<file path="config.mk">
export PLATFORM = sky130hd
export DESIGN_NAME = min_max_peak_decimator
export DESIGN_NICKNAME = d
export VERILOG_FILES = /design/src/rtl/core/mmpd_pkg.sv /design/src/rtl/core/min_max_peak_decimator.sv /design/src/rtl/core/mmpd_cfg.sv /design/src/rtl/core/mmpd_in_stage.sv /design/src/rtl/core/mmpd_core.sv
export SDC_FILE = /design/constraint.sdc
export NUM_CORES = 1
export LEC_CHECK = 0
export CORE_UTILIZATION = 55
export CTS_CLUSTER_DIAMETER = 40
export DETAILED_ROUTE_END_ITERATION = 10
export DONT_BUFFER_PORTS = 1
export PLACE_DENSITY = 0.7
export SLEW_MARGIN = 15
export SYNTH_ARGS = -nofsm -noshare
export SYNTH_HDL_FRONTEND = slang
export SYNTH_SLANG_ARGS = --single-unit
</file>
<file path="constraint.sdc">
create_clock -name aclk -period 13 [get_ports aclk]
set_input_delay 0.65 -clock aclk [delete_from_list [all_inputs] [get_ports aclk]]
set_output_delay 0.65 -clock aclk [all_outputs]
set_load 0.02 [all_outputs]
</file>
<file path="src/rtl/core/mmpd_pkg.sv">
// shared types, widths and constants of the min/max peak decimator
`default_nettype none

package mmpd_pkg;

    localparam int INDEX_BITS_DEF    = 32;
    localparam int FRACTION_BITS_DEF = 16;

    localparam int SAMPLE_W    = 16;
    localparam int COLUMN_W    = 32;
    localparam int START_W     = 31;
    localparam int STEP_W      = 32;
    localparam int STEP_FRAC_W = 16;
    localparam int CFG_IDX_W   = 1;
    localparam int CFG_DATA_W  = 32;

    localparam logic [CFG_IDX_W-1:0] CFG_START_INDEX = 1'b0;
    localparam logic [CFG_IDX_W-1:0] CFG_STEP_RATIO  = 1'b1;

    localparam logic [START_W-1:0] START_INDEX_RESET = '0;
    localparam logic [STEP_W-1:0]  STEP_RATIO_RESET  = 32'h0001_0000;

    localparam logic signed [SAMPLE_W-1:0] SEED_MAX = 16'sh8000;
    localparam logic signed [SAMPLE_W-1:0] SEED_MIN = 16'sh7fff;

    typedef struct packed {
        logic signed [SAMPLE_W-1:0] sample_value;
        logic                       first;
    } item_t;

    typedef struct packed {
        logic [START_W-1:0] start_index;
        logic [STEP_W-1:0]  step_ratio;
    } cfg_t;

endpackage

`default_nettype wire

</file>
<file path="src/rtl/core/min_max_peak_decimator.sv">
// top level of the min/max peak decimator
`default_nettype none

// Min/max peak decimator: one signed 16-bit sample request is taken per cycle,
// and a result (column index, bucket max, bucket min) for the sample that
// closed the bucket passes through an input register and a result register.
// The rate of one sample per cycle is set by the combinational update
// of sample counter, bucket edge and running extremes. The input is held off
// only when a result waits on m_ready and the sample in the input register
// would close another bucket. Write the configuration registers while idle.
module min_max_peak_decimator #(
    parameter int INDEX_BITS    = mmpd_pkg::INDEX_BITS_DEF,
    parameter int FRACTION_BITS = mmpd_pkg::FRACTION_BITS_DEF
) (
    input  wire logic                                 aclk,
    input  wire logic                                 aresetn,
    input  wire logic                                 cfg_wr_en,
    input  wire logic [mmpd_pkg::CFG_IDX_W-1:0]       cfg_index,
    input  wire logic [mmpd_pkg::CFG_DATA_W-1:0]      cfg_wdata,
    input  wire logic                                 s_valid,
    output logic                                      s_ready,
    input  wire logic signed [mmpd_pkg::SAMPLE_W-1:0] s_sample_value,
    input  wire logic                                 s_first,
    output logic                                      m_valid,
    input  wire logic                                 m_ready,
    output logic [mmpd_pkg::COLUMN_W-1:0]             m_column_index,
    output logic signed [mmpd_pkg::SAMPLE_W-1:0]      m_peak_max,
    output logic signed [mmpd_pkg::SAMPLE_W-1:0]      m_peak_min
);
    import mmpd_pkg::*;

    cfg_t  cfg;
    item_t item;
    logic  item_valid;
    logic  item_ready;

    mmpd_cfg u_cfg (
        .aclk      (aclk),
        .aresetn   (aresetn),
        .cfg_wr_en (cfg_wr_en),
        .cfg_index (cfg_index),
        .cfg_wdata (cfg_wdata),
        .cfg       (cfg)
    );

    mmpd_in_stage u_in_stage (
        .aclk           (aclk),
        .aresetn        (aresetn),
        .s_valid        (s_valid),
        .s_ready        (s_ready),
        .s_sample_value (s_sample_value),
        .s_first        (s_first),
        .item_valid     (item_valid),
        .item_ready     (item_ready),
        .item           (item)
    );

    mmpd_core #(
        .INDEX_BITS    (INDEX_BITS),
        .FRACTION_BITS (FRACTION_BITS)
    ) u_core (
        .aclk           (aclk),
        .aresetn        (aresetn),
        .cfg            (cfg),
        .item_valid     (item_valid),
        .item_ready     (item_ready),
        .item           (item),
        .m_valid        (m_valid),
        .m_ready        (m_ready),
        .m_column_index (m_column_index),
        .m_peak_max     (m_peak_max),
        .m_peak_min     (m_peak_min)
    );

endmodule

`default_nettype wire

</file>
<file path="src/rtl/core/mmpd_cfg.sv">
// configuration registers: start index and step ratio
`default_nettype none

module mmpd_cfg (
    input  wire logic                            aclk,
    input  wire logic                            aresetn,
    input  wire logic                            cfg_wr_en,
    input  wire logic [mmpd_pkg::CFG_IDX_W-1:0]  cfg_index,
    input  wire logic [mmpd_pkg::CFG_DATA_W-1:0] cfg_wdata,
    output mmpd_pkg::cfg_t                       cfg
);
    import mmpd_pkg::*;

    cfg_t cfg_reg;
    cfg_t cfg_next;

    always_comb begin
        cfg_next = cfg_reg;
        if (cfg_wr_en) begin
            unique case (cfg_index)
                CFG_START_INDEX: cfg_next.start_index = cfg_wdata[START_W-1:0];
                CFG_STEP_RATIO:  cfg_next.step_ratio  = cfg_wdata[STEP_W-1:0];
                default:         cfg_next = cfg_reg;
            endcase
        end
    end

    always_ff @(posedge aclk) begin
        if (!aresetn) begin
            cfg_reg.start_index <= START_INDEX_RESET;
            cfg_reg.step_ratio  <= STEP_RATIO_RESET;
        end else begin
            cfg_reg <= cfg_next;
        end
    end

    assign cfg = cfg_reg;

endmodule

`default_nettype wire

</file>
<file path="src/rtl/core/mmpd_in_stage.sv">
// input register stage for sample requests
`default_nettype none

module mmpd_in_stage (
    input  wire logic                                  aclk,
    input  wire logic                                  aresetn,
    input  wire logic                                  s_valid,
    output logic                                       s_ready,
    input  wire logic signed [mmpd_pkg::SAMPLE_W-1:0]  s_sample_value,
    input  wire logic                                  s_first,
    output logic                                       item_valid,
    input  wire logic                                  item_ready,
    output mmpd_pkg::item_t                            item
);
    import mmpd_pkg::*;

    logic  valid_reg;
    logic  valid_next;
    item_t item_reg;

    assign s_ready = !valid_reg || item_ready;

    always_comb begin
        valid_next = s_ready ? s_valid : valid_reg;
    end

    always_ff @(posedge aclk) begin
        if (!aresetn) begin
            valid_reg <= 1'b0;
        end else begin
            valid_reg <= valid_next;
        end
    end

    always_ff @(posedge aclk) begin
        if (s_valid && s_ready) begin
            item_reg.sample_value <= s_sample_value;
            item_reg.first        <= s_first;
        end
    end

    assign item_valid = valid_reg;
    assign item       = item_reg;

endmodule

`default_nettype wire

</file>
<file path="src/rtl/core/mmpd_core.sv">
// bucket edge tracking, min/max folding and result register
`default_nettype none

module mmpd_core #(
    parameter int INDEX_BITS    = mmpd_pkg::INDEX_BITS_DEF,
    parameter int FRACTION_BITS = mmpd_pkg::FRACTION_BITS_DEF
) (
    input  wire logic                                 aclk,
    input  wire logic                                 aresetn,
    input  mmpd_pkg::cfg_t                            cfg,
    input  wire logic                                 item_valid,
    output logic                                      item_ready,
    input  mmpd_pkg::item_t                           item,
    output logic                                      m_valid,
    input  wire logic                                 m_ready,
    output logic [mmpd_pkg::COLUMN_W-1:0]             m_column_index,
    output logic signed [mmpd_pkg::SAMPLE_W-1:0]      m_peak_max,
    output logic signed [mmpd_pkg::SAMPLE_W-1:0]      m_peak_min
);
    import mmpd_pkg::*;

    localparam int IW = INDEX_BITS;
    localparam int FW = FRACTION_BITS;

    logic [IW-1:0]              cnt_reg, cnt_next;
    logic [IW-1:0]              edge_int_reg, edge_int_next;
    logic [FW-1:0]              edge_frac_reg, edge_frac_next;
    logic signed [SAMPLE_W-1:0] max_reg, max_next;
    logic signed [SAMPLE_W-1:0] min_reg, min_next;
    logic                       out_valid_reg, out_valid_next;

    logic [COLUMN_W-1:0]        col_reg;
    logic signed [SAMPLE_W-1:0] pmax_reg;
    logic signed [SAMPLE_W-1:0] pmin_reg;

    logic [IW-1:0]              start_trunc;
    logic [IW-1:0]              eff_cnt;
    logic [IW-1:0]              eff_int;
    logic [FW-1:0]              eff_frac;
    logic signed [SAMPLE_W-1:0] eff_max;
    logic signed [SAMPLE_W-1:0] eff_min;
    logic signed [SAMPLE_W-1:0] base_max;
    logic signed [SAMPLE_W-1:0] base_min;
    logic signed [SAMPLE_W-1:0] x;
    logic [FW+STEP_FRAC_W-1:0]  step_frac_ext;
    logic [FW-1:0]              step_frac;
    logic [FW:0]                sum_frac;
    logic [IW:0]                sum_int;
    logic                       close;
    logic                       take;

    assign start_trunc   = IW'(cfg.start_index);
    assign x             = item.sample_value;
    assign step_frac_ext = (FW + STEP_FRAC_W)'(cfg.step_ratio[STEP_FRAC_W-1:0]) << FW;
    assign step_frac     = step_frac_ext[FW+STEP_FRAC_W-1:STEP_FRAC_W];

    always_comb begin
        if (item.first) begin
            eff_cnt  = start_trunc;
            eff_int  = start_trunc;
            eff_frac = '0;
            eff_max  = SEED_MAX;
            eff_min  = SEED_MIN;
        end else begin
            eff_cnt  = cnt_reg;
            eff_int  = edge_int_reg;
            eff_frac = edge_frac_reg;
            eff_max  = max_reg;
            eff_min  = min_reg;
        end
    end

    assign sum_frac = {1'b0, eff_frac} + {1'b0, step_frac};
    assign sum_int  = {1'b0, eff_int}
                    + (IW + 1)'(cfg.step_ratio[STEP_W-1:STEP_FRAC_W])
                    + (IW + 1)'(sum_frac[FW]);
    assign close    = sum_int < {1'b0, eff_cnt};

    assign item_ready = !out_valid_reg || m_ready || !close;
    assign take       = item_valid && item_ready;

    always_comb begin
        cnt_next       = cnt_reg;
        edge_int_next  = edge_int_reg;
        edge_frac_next = edge_frac_reg;
        max_next       = max_reg;
        min_next       = min_reg;
        base_max       = eff_max;
        base_min       = eff_min;
        if (close) begin
            base_max = SEED_MAX;
            base_min = SEED_MIN;
        end
        if (take) begin
            cnt_next = eff_cnt + IW'(1);
            if (close) begin
                edge_int_next  = sum_int[IW-1:0];
                edge_frac_next = sum_frac[FW-1:0];
            end else begin
                edge_int_next  = eff_int;
                edge_frac_next = eff_frac;
            end
            max_next = (x > base_max) ? x : base_max;
            min_next = (x < base_min) ? x : base_min;
        end
    end

    always_comb begin
        if (take && close) begin
            out_valid_next = 1'b1;
        end else if (m_ready) begin
            out_valid_next = 1'b0;
        end else begin
            out_valid_next = out_valid_reg;
        end
    end

    always_ff @(posedge aclk) begin
        if (!aresetn) begin
            cnt_reg       <= '0;
            edge_int_reg  <= '0;
            edge_frac_reg <= '0;
            max_reg       <= SEED_MAX;
            min_reg       <= SEED_MIN;
            out_valid_reg <= 1'b0;
        end else begin
            cnt_reg       <= cnt_next;
            edge_int_reg  <= edge_int_next;
            edge_frac_reg <= edge_frac_next;
            max_reg       <= max_next;
            min_reg       <= min_next;
            out_valid_reg <= out_valid_next;
        end
    end

    always_ff @(posedge aclk) begin
        if (take && close) begin
            col_reg  <= COLUMN_W'(eff_cnt);
            pmax_reg <= eff_max;
            pmin_reg <= eff_min;
        end
    end

    assign m_valid        = out_valid_reg;
    assign m_column_index = col_reg;
    assign m_peak_max     = pmax_reg;
    assign m_peak_min     = pmin_reg;

`ifndef ASSERT_OFF
    a_first_restarts_counter: assert property (@(posedge aclk) disable iff (!aresetn)
        (take && item.first) |=> (cnt_reg == $past(start_trunc) + IW'(1)))
        else $error("counter not restarted from start index");

    a_max_covers_sample: assert property (@(posedge aclk) disable iff (!aresetn)
        take |=> (max_reg >= $past(x)))
        else $error("running max below last sample");

    a_min_covers_sample: assert property (@(posedge aclk) disable iff (!aresetn)
        take |=> (min_reg <= $past(x)))
        else $error("running min above last sample");

    a_no_overwrite: assert property (@(posedge aclk) disable iff (!aresetn)
        (out_valid_reg && !m_ready && take) |-> !close)
        else $error("pending result overwritten");
`endif

endmodule

`default_nettype wire
</file>
After elaboration in Yosys (flattened, before gate mapping)
Index checks and enable logic that the tools add are counted.
- bits in latches: 0
- bits in writable memories: 0
- ROM bits: 0
- memories: 0
- flip-flop bits (word level): 258
- input bits: 55
- output and inout bits: 66
- logic and storage cells: 47
- $add $sub $neg: 4
- bitwise logic cells: 1
- muxes and demuxes: 13
- eq/ne operators: 0
- shift-type cells: 0
- divide/modulo/power cells: 0
- $mul: 0
- reduce and logical (&&, ||, !) cells: 12
- $lt $le $gt $ge: 3
- operator list (operator ; count):
    two-way mux 16 bit ; 8
    two-way mux 32 bit ; 3
    adder 32 x 16 -> 33 bit ; 1
    adder 33 x 1 -> 33 bit ; 1
    < comparator 33 x 32 -> 1 bit ; 1
    adder 32 x 1 -> 32 bit, second input constant ; 1
    adder 16 x 16 -> 17 bit ; 1
    greater-than comparator 16 bit ; 1
    < comparator 16 bit ; 1
    AND reduction 2 bit ; 2
    logical AND 1 bit ; 3
    zero test 1 bit ; 3
    logical OR 1 bit ; 3
    two-way mux 1 bit ; 2
    nonzero test 2 bit ; 1
    inverter 1 bit ; 1

Depth between registers and ports, before layout
- depth in word-level cells: 9
- gate-level depth with buffers: 50
- mapped depth without buffers: 38

Hierarchy
Synthesis repeated with hierarchy kept, for this count alone.
- cells, all modules: 1605
- area, all modules: 14885.5 um^2
- by module, submodules not included (module ; area an instance (um^2) ; seq. area each (um^2) ; times used ; cells each):
    mmpd_core ; 11876.4 ; 4184.0 ; 1 ; 1340
    mmpd_cfg ; 2441.1 ; 1261.2 ; 1 ; 243
    mmpd_in_stage ; 568.0 ; 530.5 ; 1 ; 22

Worst setup path before layout
OpenSTA, ideal clock, no wires.
- kind: register to register
- from: register u_in_stage.item_reg (netlist bit u_in_stage.item[0])
- to: register u_core.min_reg[15]
- cell stages (with the launch flop): 49
- period minus slack after synthesis: 10285 ps
- arrival time: 10164 ps
- library setup time: 121 ps
- slack: 2715 ps
- path buffers: 12
- required time: 12879 ps
- cell sequence: edfxtp_1 -> buf_6 -> buf_6 -> buf_6 -> buf_4 -> buf_4 -> buf_2 -> buf_2 -> buf_2 -> buf_2 -> clkbuf_1 -> nor2b_1 -> ha_1 -> a21o_1 -> a21o_1 -> a21boi_0 -> nor3_1 -> nor2_1 -> [... 13 more ...] -> ha_1 -> a21oi_1 -> nor2_1 -> o41ai_1 -> o211ai_1 -> or2_4 -> o21ai_1 -> clkbuf_1 -> nor2_1 -> ha_1 -> a21o_1 -> a21o_1 -> a21o_1 -> a211oi_1 -> o211ai_1 -> nor2b_1 -> a221o_1 -> a2bb2o_1
- cells in the longest elaborated chain, start to end: 7
- elaborated cells on any way between the ends: 14
- classes of those cells: add/sub: 3; order compare: 2; mux: 6; reduce/logical: 3
- RTL lines (what ; RTL line ; text):
    from (decl) ; mmpd_in_stage.sv:19 ; item_t item_reg;
    two-way mux 32 bit / two-way mux 16 bit (equally long branches) ; mmpd_core.sv:58 ; if (item.first) begin
    adder 32 x 16 -> 33 bit / adder 16 x 16 -> 17 bit (equally long branches) ; mmpd_core.sv:75, mmpd_core.sv:73 ;
    adder 33 x 1 -> 33 bit ; mmpd_core.sv:76 ; + (IW + 1)'(sum_frac[FW]);
    < comparator 33 x 32 -> 1 bit ; mmpd_core.sv:77 ; assign close = sum_int < {1'b0, eff_cnt};
    two-way mux 16 bit / zero test 1 bit (equally long branches) ; mmpd_core.sv:90, mmpd_core.sv:79 ;
    < comparator 16 bit / logical OR 1 bit (equally long branches) ; mmpd_core.sv:104, mmpd_core.sv:79 ;
    two-way mux 16 bit / logical AND 1 bit (equally long branches) ; mmpd_core.sv:104, mmpd_core.sv:80 ;
    to (signal assigned) ; mmpd_core.sv:131 ; min_reg <= min_next;
    to (decl) ; mmpd_core.sv:29 ; logic signed [SAMPLE_W-1:0] min_reg, min_next;
Parallel ways exist; a longest one is shown, timed or not.
A chain may end at the register's enable or synchronous reset.

Worst setup path after layout
Ends and elaborated chain as after synthesis.

==> qor.yml <==
route:
  first_pass_iters: 5
  ant_nets: 0
  drc: 0
  num_vias: 11600
  drt_iter0_markers: 883
  wirelength_um: 36500
  vias_per_cell: 6.00
  wire_per_inst_um: 19.0
logic_synthesis:
  syn-num-nets: 1750
  syn-mean-instance-area_um2: 8.88
  synth.yosys.seq_area_share_pct: 42.1
  yosysUniqueCellTypes: 80
  synth.area.top_cells: "dfxtp_1, edfxtp_1, ha_1"
  synth_common_cells: "nand2_1, dfxtp_1, a21oi_1"
  syn-cell-area_um2: 14200
  synthFlopType: "dfxtp_1"
  ys_ff_latch: 258
  synth_edf_count: 81
  synth_top_area_share_pct: 25.0
  synthCells: 1598
  yosysMostFrequentCell: "nand2_1"
  ys_warn_count: 0
  synth_top_cell_by_area: "dfxtp_1"
  async_reset_ff_share_pct: 0
clocking:
  cts_hold_buffers: 0
  ctsHtreeMaxLevel: 2
  ctsResizeCount: 0
  numCtsBuffers: 38
  postCtsSetupBuffers: 0
  root_buffer: "clkbuf_16"
  clock-sinks: 258
  cts_tree: "built"
  clk_latency_ns: 0.53
  clk_pin_slew_ns: 0.06
  max-clock-path-buffers: 3
sta:
  post-route-period-util_pct: 81.7
  report.final.slew_viol_count: 0
  fin_tns_setup_ns: 0
  clock.fmax_mhz: 94.2
  setup_viol: 0
  hold_violations: 0
  rsz0062_at_grt: "false"
  skew_ns: 0.0218
  period_minus_slack_ns: 10.62
  worst_pin_slew_ns: 1.17
  slew_headroom_pct: 21.5
  timing.hold.ws_ns: 0.185
finish:
  syn_to_final_growth_pct: 9.92
  final_nets: 1719
  drive_above_1_share_pct: 7.27
  antenna_cells: 0
  largest_reg_flops: 63
place:
  place_congestion: 0.894
  post-dp-hpwl_um: 25400
  io_buffer_count: 0
power:
  p_per_area_nw_per_um2: 142
  leakagePower_nw: 6.25
  ir_worst_vdd_v: 0.000112
flow_run:
  cap_violations: 0
critical_path:
  endpoint_kind: "flop"
  critical-path-max-stage-delay_ns: 0.80
  crit_arrival_ns: 11.03
  cp-start-kind: "flop"
  path_max_fanout: 143
  cp_slowest_cell: "nor4bb_2"
  cpMostUsedCell: "ha_1"
  crit_type: "reg2reg"
  required_ns: 13.42
global_route:
  grt-ovfl-total: 0
  first_global_vias: 11200
  grt_usage_pct: 28.0
  grt_antenna_before_repair: 0
  grt_most_used_layer: "met2"
  use_met2_pct: 46.2
  gr-usage-met3_pct: 5.50
  grt_pass1_wl_um: 58700
  grt_use_met1_pct: 34.9
  grt_max_degree: 144
die:
  die_h_um: 163
  die_w_um: 163
  core-area_um2: 25300
  die-area_um2: 26500
  io_pins: 121
  initial_utilization_pct: 56.2
  placement_rows: 58
status:
  status: "finished, final reports clean"
min_path:
  hold_path_class: "in2reg"
## worst max-delay path, delay by kind of cell, from the launching register on
family / cells / cell delay (ns)
AO/OA/AOI/OAI: 15 / 4.38
XOR/XNOR: 1 / 0.20
adder cells (fa/ha/maj): 5 / 1.87
buffers and inverters: 1 / 0.49
flip-flops: 1 / 0.38
AND/OR/NAND/NOR: 14 / 3.13
## layer usage
layer	wire length [um]	vias to the layer above	share of wire, %
li1	-	5582	-
met1	15200	5489	42
met2	17200	378	47
met3	2330	112	6.4
met4	1740	0	4.8
met5	0	-	0
## power by group
group / switching (mW) / internal [mW]
registers: 0.0511 / 0.880
logic: 0.184 / 0.0856
clock network: 0.383 / 0.634
total: 0.618 / 1.60
## layout by cell type (no fill, tap or decap), types with 29 or more instances in the layout
cell         n
a21oi_1    152
a22oi_1     29
clkbuf_16   43
dfxtp_1    177
edfxtp_1    81
ha_1        94
inv_1       71
mux2i_1     38
nand2_1    309
nand3_1     48
nor2_1      89
nor2b_1     41
o21ai_0     49
xnor2_1     51
## final timing paths
| check | end | cells after the start | start | slack, ns |
|---|---|---|---|---|
| max | u_core.min_reg[15] | 36 | u_in_stage.item[0] | 2.38 |
| min | u_core.max_reg[15] | 1 | aresetn | 0.18 |
| min reg2reg | u_core.cnt_reg[12] | 2 | u_core.cnt_reg[12] | 0.45 |
| max reg2reg | u_core.min_reg[15] | 36 | u_in_stage.item[0] | 2.38 |
## metrics by stage
step	cell area, um2	worst slack (ns)	instances	total power, mW	utilization (%)
floorplan	14200	2.71	1598	1.14	-
finish	15600	2.38	1926	2.22	61.8
global placement	14300	2.69	1857	1.21	56.7
detailed placement	14300	2.21	1857	1.21	56.7
global route	15600	1.43	1926	2.30	61.8
CTS	15600	2.18	1926	2.23	61.7
## final cells by class
class | instances | area (um2)
well taps | 330 | 413
inverters | 73 | 278
fillers | 2205 | 9650
repair buffers | 9 | 80.1
clock buffers | 50 | 1120
flip-flops and latches | 258 | 5980
multi-input cells | 1187 | 7580
clock inverters | 19 | 154
## cell families (layout without fill, tap and decap cells)
family                     after synthesis  after routing  share of synthesized area [%]
and+or+nand+nor                        596            596                           19.4
AOI/OAI and AO/OA                      370            370                           16.9
DFF                                    258            258                           42.1
buffers and inverters                  153            151                           4.65
adders and majority gates               97             97                           8.71
xor gates and xnor gates                71             71                           4.38
muxes                                   53             53                           3.87
Power figures use the tool's default switching activity.
